$ cat src/rtl/pst_pkg.sv
// shared types and constants of the palindromic tree append core
`timescale 1ns / 1ps
`default_nettype none
package pst_pkg;
  localparam int MAX_LEN    = 4096;
  localparam int ALPHABET   = 26;
  localparam int NODE_DEPTH = MAX_LEN + 3;
  localparam int NODE_W     = 13;
  localparam int TEXT_W     = 13;
  localparam int EDGE_DEPTH = NODE_DEPTH * ALPHABET;
  localparam int EDGE_AW    = $clog2(EDGE_DEPTH);
  localparam int SUM_W      = 30;
  localparam logic [SUM_W-1:0] MOD_RESET = 30'd1000000007;

  typedef struct packed {
    logic [4:0] symbol;
    logic       restart;
  } pst_in_t;

  typedef struct packed {
    logic [12:0]      suffix_count;
    logic [SUM_W-1:0] suffix_length_sum;
    logic             created_node;
    logic             overflow;
  } pst_out_t;
endpackage
`default_nettype wire

$ cat src/rtl/pst_mod_unit.sv
// bit-serial remainder unit for the chain length sums
`timescale 1ns / 1ps
`default_nettype none
module pst_mod_unit (
  input  wire logic                      clk_i,
  input  wire logic                      rst_ni,
  input  wire logic                      start_i,
  input  wire logic [pst_pkg::SUM_W:0]   x_i,
  input  wire logic [pst_pkg::SUM_W-1:0] m_i,
  output logic                           done_o,
  output logic [pst_pkg::SUM_W-1:0]      r_o
);
  import pst_pkg::*;

  logic              busy_q, busy_d, done_q, done_d;
  logic [SUM_W:0]    x_q, x_d, r_q, r_d;
  logic [SUM_W-1:0]  m_q, m_d;
  logic [4:0]        cnt_q, cnt_d;
  logic [SUM_W:0]    shifted;

  // one quotient bit per cycle: shift in, compare, subtract
  always_comb begin
    busy_d  = busy_q;
    done_d  = 1'b0;
    x_d     = x_q;
    r_d     = r_q;
    m_d     = m_q;
    cnt_d   = cnt_q;
    shifted = {r_q[SUM_W-1:0], x_q[SUM_W]};
    if (start_i) begin
      x_d   = x_i;
      m_d   = m_i;
      r_d   = '0;
      cnt_d = 5'(SUM_W);
      if (m_i == '0) begin
        r_d    = {1'b0, x_i[SUM_W-1:0]};
        done_d = 1'b1;
      end else begin
        busy_d = 1'b1;
      end
    end else if (busy_q) begin
      x_d = {x_q[SUM_W-1:0], 1'b0};
      r_d = (shifted >= {1'b0, m_q}) ? shifted - {1'b0, m_q} : shifted;
      if (cnt_q == '0) begin
        busy_d = 1'b0;
        done_d = 1'b1;
      end else begin
        cnt_d = cnt_q - 5'd1;
      end
    end
  end

  always_ff @(posedge clk_i or negedge rst_ni) begin
    if (!rst_ni) begin
      busy_q <= 1'b0;
      done_q <= 1'b0;
      cnt_q  <= '0;
    end else begin
      busy_q <= busy_d;
      done_q <= done_d;
      cnt_q  <= cnt_d;
    end
  end

  always_ff @(posedge clk_i) begin
    x_q <= x_d;
    r_q <= r_d;
    m_q <= m_d;
  end

  assign done_o = done_q;
  assign r_o    = r_q[SUM_W-1:0];
endmodule
`default_nettype wire

$ cat config.mk
export PLATFORM = sky130hd
export DESIGN_NAME = pst_mod_unit
export DESIGN_NICKNAME = d
export VERILOG_FILES = /design/src/rtl/pst_pkg.sv /design/src/rtl/pst_mod_unit.sv
export SDC_FILE = /design/constraint.sdc
export NUM_CORES = 1
export LEC_CHECK = 0
export BUFFER_PORTS_ARGS = -buffer_cell sky130_fd_sc_hd__buf_2
export CAP_MARGIN = 30
export CORE_AREA = 5 5 111 113
export CTS_CLUSTER_SIZE = 30
export DETAILED_ROUTE_END_ITERATION = 16
export DIE_AREA = 0 0 116 118
export HOLD_SLACK_MARGIN = 0.08
export PLACE_DENSITY = 0.84
export SLEW_MARGIN = 20
export SYNTH_ARGS = -nofsm -noshare
export SYNTH_HDL_FRONTEND = slang
export SYNTH_SLANG_ARGS = --single-unit
$ cat constraint.sdc
create_clock -name clk_i -period 9.6 [get_ports clk_i]
set_clock_uncertainty 0.15 [all_clocks]
set_input_delay 1.44 -clock clk_i [delete_from_list [all_inputs] [get_ports clk_i]]
set_output_delay 1.44 -clock clk_i [all_outputs]
set_load 0.05 [all_outputs]
==> flow_metrics.tcl, run 1 <==
set metrics [dict create \
    run_status "completed" \
    diodes 0 \
    antenna_found_initial 0 \
    maxSlewViolCount 0 \
    timing.fmax_ghz 0.248 \
    syn-mean-instance-area_um2 10.6 \
    cts.hold.buffers_added 0 \
    layout_min_cycle_time_ps 4020 \
    reg2regPathDepth 10 \
    instance_count_of_the_mapped_netlist 572 \
    detailroute.via_count 4856 \
    place.gp.congestion 0.930 \
    worst_path_largest_cell_delay_ps 510 \
    synth.top_cells.by_count "sky130_fd_sc_hd__edfxtp_1 (91), sky130_fd_sc_hd__inv_1 (56), sky130_fd_sc_hd__nand2_1 (43)" \
    fraction_of_layout_cells_with_a_size_suffix_above_1_pct 22.0 \
    postSynthNetCount 669 \
    layout_setup_ws_ps 5580 \
    route.detailed.wl_per_inst_um 19.1 \
    cellLeakagePower_nw 3.22 \
    clk_pin_slew_worst_paths_ps 70 \
    detailedRoute.firstPassIterationCount 5 \
    report.final.hold_viol_count 0 \
    chain_of_cells_forming_the_critical_path "ha_1 -> and3_1 -> a221oi_1 -> o21ai_0 -> or2_1 -> a31o_2 -> a31oi_4 -> buf_4 -> or2_1 -> o221ai_2" \
    first_iter_violations 464 \
    ioPinCount 95 \
    ff_latch_area_um2 2910 \
    crit_arrival_ps 3960 \
    cp_num_buf_inv 1 \
    cts.sinks 98 \
    viasPerCell 6.05 \
    post-place-cells 786 \
    regToRegEndpoint "r_q[24]$_DFFE_PP_" \
    ys_seq_area_share_pct 48.1 \
    netlist_top_cells_area "sky130_fd_sc_hd__edfxtp_1 (45%), sky130_fd_sc_hd__ha_1 (6.6%), sky130_fd_sc_hd__inv_1 (3.5%), sky130_fd_sc_hd__mux2_2 (3.0%), sky130_fd_sc_hd__dfrtp_1 (2.9%)" \
    async_sr_flop_fraction_pct 7.14 \
    clock_tree_from_tritoncts "done" \
    final_cell_count_no_fill 802 \
    cts.root.buffer_cell "sky130_fd_sc_hd__clkbuf_16" \
    drt_wl_total_um 15300 \
    dp.final_hpwl_um 11400 \
    hold_path_depth 2 \
    clk-insertion-delay-late_ps 360 \
    cap_violations 0 \
    fillers 967 \
    rsz0062_at_grt "false" \
    synth_flop_cell "sky130_fd_sc_hd__edfxtp_1" \
    core_area_um2 11200 \
    area_delta_synth_final_pct 14.1 \
    worst_path_dominant_cell_family "compound AO/OA/AOI/OAI gates" \
    timing.final.crit_share_pct 41.9 \
    whs_ps 389 \
    ys_types 61 \
    synth_edf_count 91 \
    fp.dieH_um 118 \
    die_width_um 116 \
    global_route.usage.total_pct 22.6 \
    finish.utilization_pct 61.4 \
    yosys.cell_count.top_type "sky130_fd_sc_hd__edfxtp_1" \
    critical_setup_path_class "reg2reg" \
    crit_path_start_kind "register" \
    critPathMaxFanout 41 \
    worst_ir_drop_vdd_mv 0.144 \
    initial_utilization_pct 53.8 \
    critical-path-top-cell-by-count "sky130_fd_sc_hd__or2_1" \
    grt_pass1_vias 4657 \
    regToRegSetupSlack_ps 5580 \
    portBuffers 94 \
    setup_viol 0 \
    multi_input_combinational_cell_area_um2 2800 \
    holdCritPathClass "reg2reg" \
    crit_path_capture_type "register" \
    post_synth_instance_area_um2 6040 \
    detail-route-antenna-nets 0 \
    critical_path_required_ps 9540 \
    tritoncts.num_buffers 9 \
    min-delay-start "cnt_q[4]$_DFFE_PN0P_" \
    cts-resized-gates 0 \
    synth_largest_type_area_fraction_pct 45.2 \
    r2r-start "r_q[12]$_DFFE_PP_" \
    max_slew_margin_pct 42.1 \
    post-cts-setup-buffer-count 0 \
    preCtsSetupSlack_ps 5650 \
    yosysWarnings 0 \
    worst_hold_path.endpoint "cnt_q[4]$_DFFE_PN0P_" \
    drc 0 \
    die_area_um2 13700 \
    clk_path_buf_depth 2 \
    finish.net_count 751 \
    cts.htree.levels 3 \
    max_slew.worst_pin.slew_ps 869 \
    grt_first_pass_wirelength_um 24200 \
    netlist.top_cell.by_area "sky130_fd_sc_hd__edfxtp_1" \
    fp-row-count 39 \
    fin_tns_setup_ps 0 \
    number_of_synthesized_register_bits 98 \
    globalRoute.totalOverflow 0 \
    powerDensity_nw_per_um2 296 \
    maximum_number_of_pins_on_one_net_before_global_route_repair 87 \
    slowest_stage "sky130_fd_sc_hd__or2_1" \
]
-- cells in the final DEF, fill, tap and decap left out, types with 10 or more instances in the layout --
master and count:
sky130_fd_sc_hd__buf_2 93, sky130_fd_sc_hd__nand3_1 16, sky130_fd_sc_hd__mux2_2 16, sky130_fd_sc_hd__inv_1 56, sky130_fd_sc_hd__a21oi_1 21, sky130_fd_sc_hd__xor2_1 15, sky130_fd_sc_hd__a31oi_1 10, sky130_fd_sc_hd__nor3_1 17
sky130_fd_sc_hd__ha_1 32, sky130_fd_sc_hd__and3_1 15, sky130_fd_sc_hd__edfxtp_1 91, sky130_fd_sc_hd__xnor2_1 14, sky130_fd_sc_hd__nand4_1 10, sky130_fd_sc_hd__nor2_1 24, sky130_fd_sc_hd__o21ai_0 29, sky130_fd_sc_hd__nand2_1 43
sky130_fd_sc_hd__a21o_1 18
-- worst min-delay path: stages, from the launching register on --
cell,delay (ps)
sky130_fd_sc_hd__dfrtp_1,370
sky130_fd_sc_hd__xnor2_1,80
sky130_fd_sc_hd__nand2_1,60
-- logic make-up after synthesis --
| group | synth area share, % |
|---|---|
| compound gates | 17.5 |
| xor+xnor | 4.20 |
| fa+ha+maj | 6.96 |
| buf+inv | 5.55 |
| flops | 48.1 |
| mux | 4.72 |
| simple gates | 13.0 |
-- routing by layer --
layer	share of wire [%]	GRT usage, %	vias up
li1	-	-	2299
met1	45	33.7	2293
met2	44	33.5	247
met3	9.2	5.30	17
met4	1.1	5.29	0
met5	0	0	-
-- registers in the layout, summed over array words and instances, names as in the netlist --
register,count
cnt_q,5
x_q,31
busy_q,1
done_o,1
m_q,30
r_q,30
-- report_power, final --
part | switching, mW | internal [mW] | leakage [nW]
sequential | 0.0844 | 0.569 | 1.07
combinational | 0.664 | 0.353 | 2.01
clock | 0.167 | 0.204 | 0.140
-- cell type report --
class | count | area share [%]
multi-input cells | 391 | 40.6
repair buffers | 98 | 7.29
flip-flops and latches | 98 | 42.2
well taps | 143 | 2.59
clock buffers | 11 | 3.37
inverters | 56 | 3.05
clock inverters | 5 | 0.925
-- worst max-delay path by stage --
stage / depth (start not counted) / start / endpoint
2_1_floorplan: 4 / start_i / r_q[0]$_DFFE_PP_
3_3_place_gp: 10 / r_q[12]$_DFFE_PP_ / r_q[24]$_DFFE_PP_
3_5_place_dp: 10 / r_q[12]$_DFFE_PP_ / r_q[24]$_DFFE_PP_
4_1_cts: 10 / r_q[12]$_DFFE_PP_ / r_q[24]$_DFFE_PP_
5_1_grt: 10 / r_q[12]$_DFFE_PP_ / r_q[24]$_DFFE_PP_
6_report: 10 / r_q[12]$_DFFE_PP_ / r_q[24]$_DFFE_PP_
-- stage by stage --
stage	power (mW)	cell area, µm²
floorplan	1.43	6040
global placement	1.64	6590
detailed placement	1.66	6600
CTS	2.03	6900
global route	2.14	6900
finish	2.04	6900
Power figures use the tool's default switching activity.
==> run 2: changes to the inputs <==
==> constraint.sdc (replaced) <==
create_clock -name clk_i -period 4 [get_ports clk_i]
set_clock_uncertainty 0.15 [all_clocks]
set_input_delay 0.6 -clock clk_i [delete_from_list [all_inputs] [get_ports clk_i]]
set_output_delay 0.6 -clock clk_i [all_outputs]
set_load 0.05 [all_outputs]
==> flow_metrics.tcl, run 2 (synthesis results as in run 1) <==
set metrics [dict create \
    run_status "completed" \
    core_area_um2 11200 \
    finish.net_count 758 \
    most_common_library_cell_in_the_layout_ignoring_fill_and_taps "sky130_fd_sc_hd__buf_2" \
    timing.fmax_ghz 0.275 \
    cap_violations 0 \
    maximum_number_of_pins_on_one_net_before_global_route_repair 52 \
    registers.top_by_ff_count "x_q" \
    diodes 0 \
    min-delay-start "m_i[1]" \
    regToRegSetupSlack_ps 360 \
    viasPerCell 6.10 \
    drc 0 \
    route.detailed.wl_per_inst_um 20.2 \
    tritoncts.num_buffers 9 \
    grt_pass1_vias 4825 \
    fp.dieH_um 118 \
    cp_num_buf_inv 0 \
    fin_tns_setup_ps 0 \
    r2r-start "r_q[12]$_DFFE_PP_" \
    detail-route-antenna-nets 0 \
    ioPinCount 95 \
    cts.hold.buffers_added 1 \
    holdCritPathClass "in2reg" \
    cts.htree.levels 3 \
    worst_path_largest_cell_delay_ps 520 \
    final_cell_mix "sky130_fd_sc_hd__buf_2 (93), sky130_fd_sc_hd__edfxtp_1 (91), sky130_fd_sc_hd__inv_1 (56)" \
    area_delta_synth_final_pct 15.3 \
    worst_path_dominant_cell_family "compound AO/OA/AOI/OAI gates" \
    crit_path_start_kind "register" \
    maxSlewViolCount 0 \
    critPathMaxFanout 12 \
    antenna_found_initial 0 \
    die_area_um2 13700 \
    clk_pin_slew_worst_paths_ps 70 \
    critical_path_required_ps 3940 \
    fillers 945 \
    grt_first_pass_wirelength_um 25300 \
    clk-insertion-delay-late_ps 360 \
    detailroute.via_count 4936 \
    biggestRegsByFlops "x_q x31, m_q x30, r_q x30" \
    portBuffers 94 \
    report.final.hold_viol_count 0 \
    max_slew.worst_pin.slew_ps 809 \
    drt_wl_total_um 16300 \
    crit_path_capture_type "register" \
    crit_arrival_ps 3580 \
    first_iter_violations 546 \
    timing.final.crit_share_pct 90.9 \
    cts.sinks 98 \
    detailedRoute.firstPassIterationCount 5 \
    max_slew_margin_pct 46.0 \
    critical_setup_path_class "reg2reg" \
    rsz0062_at_grt "false" \
    chain_of_cells_forming_the_critical_path "ha_1 -> and3_1 -> a221oi_1 -> o21ai_0 -> or2_1 -> a31o_2 -> a31oi_4 -> or2_1 -> o221ai_2" \
    cts.root.buffer_cell "sky130_fd_sc_hd__clkbuf_16" \
    fraction_of_layout_cells_with_a_size_suffix_above_1_pct 23.0 \
    finish.utilization_pct 62.1 \
    worst_ir_drop_vdd_mv 0.337 \
    timing.critical_path.from "r_q[12]$_DFFE_PP_" \
    fp-row-count 39 \
    cts-resized-gates 0 \
    clock_tree_from_tritoncts "done" \
    powerDensity_nw_per_um2 714 \
    global_route.usage.total_pct 24.1 \
    critical-path-top-cell-by-count "sky130_fd_sc_hd__or2_1" \
    cellLeakagePower_nw 3.26 \
    dp.final_hpwl_um 12400 \
    globalRoute.totalOverflow 0 \
    setup_viol 0 \
    initial_utilization_pct 53.8 \
    slowest_stage "sky130_fd_sc_hd__or2_1" \
    clk_path_buf_depth 2 \
    die_width_um 116 \
    largest_register_ffs 31 \
    layout_min_cycle_time_ps 3640 \
    place.gp.congestion 0.893 \
    post-cts-setup-buffer-count 0 \
]
[run 2: final cells by class]
type / instances / area (µm²) / area share [%]
clock buffer: 11 / 264 / 3.79
clock inverter: 5 / 35.0 / 0.503
inverter: 56 / 210 / 3.02
multi-input combinational: 391 / 2800 / 40.2
sequential: 98 / 2910 / 41.7
tap: 143 / 179 / 2.57
timing repair buffer: 105 / 571 / 8.19
[run 2: power by group]
part	switching [mW]	internal [mW]
Clock	0.405	0.478
Sequential	0.192	1.37
Combinational	1.64	0.893
Total	2.23	2.74
[run 2: metrics by stage]
step | cell area, µm² | hold slack [ps] | total power, mW | std cells | setup slack, ps
6_report | 6970 | 280 | 4.97 | 809 | 362
5_1_grt | 6970 | 272 | 5.21 | 809 | 207
4_1_cts | 6970 | 266 | 4.94 | 809 | 380
3_5_place_dp | 6660 | 291 | 4.05 | 792 | 361
3_3_place_gp | 6660 | 285 | 4.00 | 792 | 487
2_1_floorplan | 6040 | 154 | 3.43 | 572 | 632
[run 2: worst paths after layout]
path / to / cells past startpoint
min in group asynchronous: cnt_q[2]$_DFFE_PN0P_ / 2
worst max-delay path: r_q[24]$_DFFE_PP_ / 9
worst min register to register: cnt_q[4]$_DFFE_PN0P_ / 2
worst min-delay path: m_q[1]$_DFFE_PP_ / 1
worst max register to register: r_q[24]$_DFFE_PP_ / 9
max in group asynchronous: busy_q$_DFFE_PN0P_ / 2
[run 2: routing by layer]
metal	wire length [µm]	share of wire [%]	up-vias	global-route usage, %
met1	7520	46	2370	36.0
li1	-	-	2321	-
met3	1360	8.3	27	4.06
met5	0	0	-	0
met4	333	2.0	0	8.12
met2	7100	44	218	35.3
==> run 3: changes to the inputs <==
--- a/config.mk
+++ b/config.mk
@@ -7,12 +7,12 @@
 export LEC_CHECK = 0
 export BUFFER_PORTS_ARGS = -buffer_cell sky130_fd_sc_hd__buf_2
 export CAP_MARGIN = 30
-export CORE_AREA = 5 5 111 113
+export CORE_AREA = 5 5 99 171
 export CTS_CLUSTER_SIZE = 30
 export DETAILED_ROUTE_END_ITERATION = 16
-export DIE_AREA = 0 0 116 118
+export DIE_AREA = 0 0 104 176
 export HOLD_SLACK_MARGIN = 0.08
-export PLACE_DENSITY = 0.84
+export PLACE_DENSITY = 0.66
 export SLEW_MARGIN = 20
 export SYNTH_ARGS = -nofsm -noshare
 export SYNTH_HDL_FRONTEND = slang
==> flow_metrics.tcl, run 3 (synthesis results as in run 1) <==
set metrics [dict create \
    run_status "completed" \
    power.internal_mw 2.69 \
    cellLeakagePower_nw 3.26 \
    initial_utilization_pct 39.5 \
    most_common_library_cell_in_the_layout_ignoring_fill_and_taps "sky130_fd_sc_hd__buf_2" \
    fraction_of_layout_cells_with_a_size_suffix_above_1_pct 22.9 \
    timing.critical_path.from "r_q[5]$_DFFE_PP_" \
    grt_first_pass_wirelength_um 26900 \
    dp.final_hpwl_um 13700 \
    max_slew.worst_pin.slew_ps 792 \
    detailedRoute.firstPassIterationCount 6 \
    rsz0062_at_grt "false" \
    global_route.usage.total_pct 18.9 \
    crit_arrival_ps 3570 \
    p_clk_share_pct 17.7 \
    holdCritPathClass "in2reg" \
    regToRegSetupSlack_ps 380 \
    hold_path_depth 1 \
    slowest_stage "sky130_fd_sc_hd__a2111oi_0" \
    fp-row-count 60 \
    critPathMaxFanout 13 \
    fin_tns_setup_ps 0 \
    place.gp.congestion 0.912 \
    worst_ir_drop_vdd_mv 0.365 \
    viasPerCell 5.67 \
    maxSlewViolCount 0 \
    clk_pin_slew_worst_paths_ps 70 \
    timing.final.crit_share_pct 90.5 \
    cts.sinks 98 \
    detailroute.via_count 4823 \
    setup_viol 0 \
    portBuffers 94 \
    p_seq_share_pct 31.5 \
    die_area_um2 18300 \
    clk_path_buf_depth 2 \
    final_cell_mix "sky130_fd_sc_hd__buf_2 (93), sky130_fd_sc_hd__edfxtp_1 (91), sky130_fd_sc_hd__inv_1 (56)" \
    core_area_um2 15300 \
    post-cts-setup-buffer-count 0 \
    critical_setup_path_class "reg2reg" \
    tritoncts.num_buffers 9 \
    timing.fmax_ghz 0.276 \
    cts.htree.levels 3 \
    cts-resized-gates 0 \
    die_width_um 104 \
    crit_path_capture_type "register" \
    grt_pass1_vias 5224 \
    detail-route-antenna-nets 0 \
    switching_share_pct 45.7 \
    cap_violations 0 \
    ioPinCount 95 \
    route.detailed.wl_per_inst_um 20.7 \
    drt_wl_total_um 17600 \
    antenna_found_initial 0 \
    reg2regPathDepth 10 \
    globalRoute.totalOverflow 0 \
    preCtsSetupSlack_ps 403 \
    worst_hold_path.endpoint "m_q[25]$_DFFE_PP_" \
    largest_register_ffs 31 \
    r2r-start "r_q[5]$_DFFE_PP_" \
    clk-insertion-delay-late_ps 360 \
    cts.root.buffer_cell "sky130_fd_sc_hd__clkbuf_16" \
    biggestRegsByFlops "x_q x31, m_q x30, r_q x30" \
    critical_path_required_ps 3950 \
    report.final.hold_viol_count 0 \
    max_slew_margin_pct 47.2 \
    first_iter_violations 247 \
    area_delta_synth_final_pct 16.1 \
    registers.top_by_ff_count "x_q" \
    drc 0 \
    switchingPower_mw 2.26 \
    layout_setup_ws_ps 381 \
    clock_tree_from_tritoncts "done" \
    crit_path_start_kind "register" \
    cts.hold.buffers_added 1 \
    worst_path_largest_cell_delay_ps 440 \
    min-delay-start "m_i[25]" \
    diodes 0 \
    maximum_number_of_pins_on_one_net_before_global_route_repair 83 \
    regToRegEndpoint "r_q[12]$_DFFE_PP_" \
    powerDensity_nw_per_um2 705 \
    finish.net_count 757 \
    chain_of_cells_forming_the_critical_path "ha_1 -> a2111oi_0 -> or3_1 -> a2111oi_2 -> or2_1 -> a31o_2 -> a31oi_4 -> buf_4 -> nor3_1 -> a311o_1" \
    layout_min_cycle_time_ps 3620 \
    fp.dieH_um 176 \
    comb_power_share_pct 50.8 \
]
run 3: area by class of cell:
type	count	area [µm²]
inverters	56	210
clock inverters	7	76.3
flip-flops and latches	98	2910
well taps	186	233
multi-input cells	391	2800
fillers	1511	8300
clock buffers	9	225
repair buffers	104	563
run 3: stage by stage:
| stage | hold slack (ps) | instance area [µm²] | utilization [%] | cells | total power [mW] |
|---|---|---|---|---|---|
| after floorplan | 154 | 6040 | - | 572 | 3.43 |
| after global placement | 287 | 6700 | 43.8 | 834 | 4.03 |
| after detailed placement | 290 | 6700 | 43.8 | 834 | 4.07 |
| after CTS | 275 | 7020 | 45.8 | 851 | 4.95 |
| after global routing | 275 | 7020 | 45.8 | 851 | 5.22 |
| final | 282 | 7020 | 45.8 | 851 | 4.95 |
run 3: worst max-delay path, delay by kind of cell, from the launching register on:
family	cells	cell delay, ps
AO/OA/AOI/OAI	5	1520
adder cells (fa/ha/maj)	1	420
buffers and inverters	1	270
flip-flops	1	430
AND/OR/NAND/NOR	3	560
run 3: power by group through the flow:
stage                     clock network (mW)  registers [mW]  logic (mW)
after global placement                     0            1.58        2.45
after floorplan                            0            1.96        1.47
after detailed placement                   0            1.58        2.49
after CTS                              0.892            1.56        2.50
after global routing                   0.933            1.58        2.71
final                                  0.875            1.56        2.51
run 3: layer usage:
metal / global-route usage [%] / share of wire [%] / up-vias
met5: 0 / 0 / -
met3: 3.33 / 3.3 / 57
met4: 14.4 / 8.0 / 0
met2: 35.5 / 54 / 131
li1: - / - / 2317
met1: 17.8 / 35 / 2318
run 3: worst max path at each step:
stage	end	slack, ps	cells after the start
4_1_cts	r_q[12]$_DFFE_PP_	390	9
5_1_grt	r_q[23]$_DFFE_PP_	80	10
6_report	r_q[12]$_DFFE_PP_	380	10
3_3_place_gp	r_q[12]$_DFFE_PP_	490	10
2_1_floorplan	r_q[28]$_DFFE_PP_	630	9
3_5_place_dp	r_q[12]$_DFFE_PP_	400	9
